## src/sv/dtwbt_pkg.sv

```systemverilog
// ----------------------------------------------------------------------------
// dtwbt_pkg
// Shared types, codes and sizes for the warping path backtracker.
// ----------------------------------------------------------------------------
package dtwbt_pkg;

  // default sizes of the stores
  localparam int MAX_ROWS_DEF     = 256;
  localparam int MAX_COLS_DEF     = 256;
  localparam int TABLE_ROWS_DEF   = 16;
  localparam int MAX_PATTERNS_DEF = 8;

  // fixed field widths
  localparam int POS_W  = 8;
  localparam int PCNT_W = 14;
  localparam int ECNT_W = 10;
  localparam int SCNT_W = 10;
  localparam int CFG_W  = 5;

  localparam logic [PCNT_W-1:0] PCNT_MAX = '1;
  localparam logic [ECNT_W-1:0] ECNT_MAX = '1;
  localparam logic [SCNT_W-1:0] SCNT_MAX = '1;

  localparam logic [CFG_W-1:0] ROWS_RESET = 5'd1;

  // operation codes
  localparam logic [1:0] OP_WRITE_PATTERN = 2'd0;
  localparam logic [1:0] OP_WRITE_CELL    = 2'd1;
  localparam logic [1:0] OP_START         = 2'd2;
  localparam logic [1:0] OP_ADVANCE       = 2'd3;

  // result kinds
  localparam logic [2:0] KIND_START  = 3'd0;
  localparam logic [2:0] KIND_STEP   = 3'd1;
  localparam logic [2:0] KIND_POINT  = 3'd2;
  localparam logic [2:0] KIND_END    = 3'd3;
  localparam logic [2:0] KIND_ORIGIN = 3'd4;
  localparam logic [2:0] KIND_NOSTEP = 3'd5;
  localparam logic [2:0] KIND_ERROR  = 3'd6;

  // walk status: idle, walking, or the kind that ended the walk
  localparam logic [2:0] WALK_IDLE   = 3'd0;
  localparam logic [2:0] WALK_ACTIVE = 3'd1;

  typedef struct packed {
    logic [1:0]       operation;
    logic [3:0]       table_row;
    logic [2:0]       pattern_id;
    logic [2:0]       delta_row;
    logic [2:0]       delta_col;
    logic [POS_W-1:0] cell_row;
    logic [POS_W-1:0] cell_col;
    logic [2:0]       cell_step;
    logic             cell_none;
    logic [POS_W-1:0] last_row;
    logic [POS_W-1:0] start_col;
  } in_item_t;

  typedef struct packed {
    logic [2:0]        kind;
    logic [POS_W-1:0]  row;
    logic [POS_W-1:0]  col;
    logic [2:0]        step;
    logic [PCNT_W-1:0] point_count;
    logic [ECNT_W-1:0] endpoint_count;
    logic [SCNT_W-1:0] step_count;
    logic              last;
  } out_item_t;

  // one row of the step-pattern table
  typedef struct packed {
    logic [2:0] pid;
    logic [2:0] dr;
    logic [2:0] dc;
  } pat_entry_t;

  // one cell of the step-choice matrix
  typedef struct packed {
    logic       none;
    logic [2:0] step;
  } cell_t;

  // status from the shared delta unit
  typedef struct packed {
    logic             match;
    logic             under;
    logic [POS_W-1:0] row;
    logic [POS_W-1:0] col;
  } delta_res_t;

endpackage

```

## src/sv/dtwbt_delta_unit.sv

```systemverilog
// ----------------------------------------------------------------------------
// dtwbt_delta_unit
// Shared compare and subtract unit: tests one table row against the chosen
// step and forms the point it reaches from the current position.
// ----------------------------------------------------------------------------
module dtwbt_delta_unit (
  input  logic [dtwbt_pkg::POS_W-1:0] cur_row,
  input  logic [dtwbt_pkg::POS_W-1:0] cur_col,
  input  logic [2:0]                  step,
  input  dtwbt_pkg::pat_entry_t       entry,
  output dtwbt_pkg::delta_res_t       res
);

  logic [dtwbt_pkg::POS_W-1:0] dr_ext;
  logic [dtwbt_pkg::POS_W-1:0] dc_ext;

  assign dr_ext = dtwbt_pkg::POS_W'(entry.dr);
  assign dc_ext = dtwbt_pkg::POS_W'(entry.dc);

  // row belongs to the step and is not the null delta
  always_comb begin
    res.match = (entry.pid == step) && ((entry.dr != 3'd0) || (entry.dc != 3'd0));
    res.under = (dr_ext > cur_row) || (dc_ext > cur_col);
    res.row   = cur_row - dr_ext;
    res.col   = cur_col - dc_ext;
  end

endmodule

```

## config.mk

```make
export PLATFORM = sky130hd
export DESIGN_NAME = dtwbt_delta_unit
export DESIGN_NICKNAME = d
export VERILOG_FILES = /design/src/sv/dtwbt_pkg.sv /design/src/sv/dtwbt_delta_unit.sv
export SDC_FILE = /design/constraint.sdc
export NUM_CORES = 1
export LEC_CHECK = 0
export BUFFER_PORTS_ARGS = -buffer_cell sky130_fd_sc_hd__buf_2
export CORE_MARGIN = 2
export CORE_UTILIZATION = 34
export DETAILED_ROUTE_END_ITERATION = 10
export PLACE_DENSITY = 0.85
export SYNTH_ARGS = -nofsm -noshare
export SYNTH_HDL_FRONTEND = slang
export SYNTH_SLANG_ARGS = --single-unit
```

## constraint.sdc

```tcl
create_clock -name vclk -period 1.9
set_input_delay 0.38 -clock vclk [all_inputs]
set_output_delay 0.38 -clock vclk [all_outputs]
set_load 0.01 [all_outputs]
```

==> results.ini <==
[outcome]
outcome=complete, but fails checks
violations=setup timing

[power_and_ir_drop]
power_density_nw_per_um2=300
power.total_w=0.000292
peakVddDrop_v=0.000179
leakagePower_nw=0.482

[placed_design]
place_area_um2=781
dp_cells=126
port_buffers=46
place_congestion=0.664
dp_hpwl_um=1130
place_ws_ns=-0.267

[routing]
drtIter0Drc=1
wirelength_um=1700
avgRoutedWirePerCell_um=12.9
first_pass_iters=2
vias=630
viasPerCell=4.77
drc=0
route.antenna.remaining_nets=0

[logic_synthesis]
syn_nets=93
yosysTopAreaCellShare_pct=16.7
yosysTopAreaCell=ha_1
yosysWarnings=0
synthTopCellsByArea=ha_1 (17%), xor2_1 (16%), xnor2_1 (12%)
syn_area_um2=450
syn_area_per_cell_um2=7.90
synth_cells=57
ys_types=21
synth.yosys.seq_area_share_pct=0

[finish]
layout.nets=155
final_area_um2=973
antenna_cells=0
seq_cells=0
multi_input_area_um2=524
fillCellCount=98
fin_cells=132
regArea_um2=0
area_growth_pct=116
drive_gt1_share_pct=71.8
nClkBuffers=0

[setup_path]
start_kind=input pin
crit_required_ns=1.52
path_max_fanout=2
cp-end-kind=output pin
cp.arrival_ns=1.70
worstSetupPathType=input pin to output pin

[grt]
grt_max_degree=5
antenna_found_initial=0
grt_pass1_wl_um=2210
grt_pass1_vias=581
grt-ovfl-total=0
grtUsageTotal_pct=19.8

[sta]
finalHoldViolations=0
max_freq_mhz=481
min_period_over_period_pct=109
worstMarginPinSlew_ns=0.356
grt_setup_unrepaired=yes
slew_violations=0
layout_setup_ws_ns=-0.180
finalSetupViolations=8
slew_headroom_pct=76.0
period_minus_slack_ns=2.08

[floorplan]
die_w_um=40.4
die_h_um=40.4
die-area_um2=1630
start_util_pct=35.5
rows=13
core_area_um2=1270
boundaryPins=46

[hold_path]
hold_path_depth=3
hp-class=input pin to output pin
hold_end=res[5]
min-delay-start=cur_col[5]

[clocking]
holdBufCountCts=0

[flow_run]
max_cap_viol_count=0

[layer usage]
| layer | part of all wire, % | routed length [µm] | GRT usage, % | up-vias |
|---|---|---|---|---|
| met1 | 31 | 533 | 14.8 | 291 |
| met4 | 2.5 | 43 | 9.17 | 0 |
| li1 | - | - | - | 309 |
| met3 | 4.7 | 80 | 2.22 | 4 |
| met5 | 0 | 0 | 0 | - |
| met2 | 61 | 1050 | 45.2 | 26 |
[how the worst max path moves through the flow]
stage / startpoint / end / slack, ns / depth (start not counted)
floorplan: cur_row[0] / res[16] / 0.01 / 7
global placement: cur_row[0] / res[16] / -0.24 / 9
detailed placement: cur_row[0] / res[16] / -0.27 / 9
CTS: cur_row[0] / res[16] / -0.20 / 9
global route: cur_row[0] / res[16] / -0.25 / 9
finish: cur_col[0] / res[16] / -0.18 / 9
[synth_stat cells]
cell type,instances
a211oi_1,1
a21o_1,1
a21oi_1,1
a31oi_1,1
a31oi_2,1
fa_1,2
ha_1,6
inv_1,10
nand2_1,6
nand3_1,1
nand3b_1,1
nor2_1,3
nor2b_1,2
nor3_1,1
nor4_1,2
nor4_2,1
nor4b_4,1
o21a_4,1
o32ai_1,1
xnor2_1,6
xor2_1,8
[power breakdown]
part	switching (W)	leakage (nW)	total (W)	internal, W
combinational	0.000138	0.482	0.000292	0.000154
sequential	0	0	0	0
clock	0	0	0	0
[per-stage QoR]
stage	hold WS, ns	utilization [%]	setup TNS, ns
finish	1.05	76.7	-0.734
global route	1.07	76.7	-1.35
CTS	1.06	71.1	-0.815
detailed placement	1.05	61.5	-1.71
global placement	1.05	61.5	-1.40
floorplan	0.835	-	0
[worst max-delay path, stage by stage]
cell,delay [ns]
buf_8,0.10
inv_4,0.05
ha_4,0.12
inv_2,0.04
fa_2,0.34
a21oi_2,0.15
nand3b_1,0.15
o32ai_2,0.21
buf_2,0.16
[cells by family after synthesis]
logic type / after synthesis / synth area share (%)
adder cells (fa/ha/maj): 8 / 25.6
buffers and inverters: 10 / 8.33
AND/OR/NAND/NOR: 18 / 25.0
XOR/XNOR: 14 / 27.2
AO/OA/AOI/OAI: 7 / 13.9
[repair_timing]
item,in CTS,in global routing
setup endpoints to repair,12,11
pin swaps,13,12
setup buffers,1,6
resized for setup,25,10
[cell usage in the layout (no fill, tap or decap)]
| cell | Yosys | layout |
|---|---|---|
| buf_2 | 0 | 39 |
| buf_4 | 0 | 14 |
| xor2_1 | 8 | 8 |
| nand2_1 | 6 | 6 |
| xnor2_1 | 6 | 6 |
| buf_6 | 0 | 6 |
| inv_4 | 0 | 4 |
| ha_4 | 0 | 4 |
| inv_2 | 0 | 3 |
| inv_1 | 10 | 3 |
| nor4_1 | 2 | 2 |
| nor2_1 | 3 | 2 |
| fa_2 | 0 | 2 |
| a21o_1 | 1 | 1 |
| a31oi_4 | 0 | 1 |
| a21oi_2 | 0 | 1 |
| nand3b_1 | 1 | 1 |
| nor2b_2 | 0 | 1 |
| nor2b_4 | 0 | 1 |
| o21a_4 | 1 | 1 |
| nor3_1 | 1 | 1 |
| nor4b_4 | 1 | 1 |
| a211oi_4 | 0 | 1 |
| nor4_4 | 0 | 1 |
| nor2_2 | 0 | 1 |
| nand3_1 | 1 | 1 |
| a31oi_1 | 1 | 1 |
| o32ai_2 | 0 | 1 |
| ha_1 | 6 | 1 |
| ha_2 | 0 | 1 |
| buf_8 | 0 | 1 |
[cell type report]
| type | count | share of cell area [%] |
|---|---|---|
| inverter | 10 | 4.88 |
| multi-input combinational | 47 | 53.9 |
| tap | 15 | 1.93 |
| timing repair buffer | 60 | 39.3 |
Power figures use the tool's default switching activity.
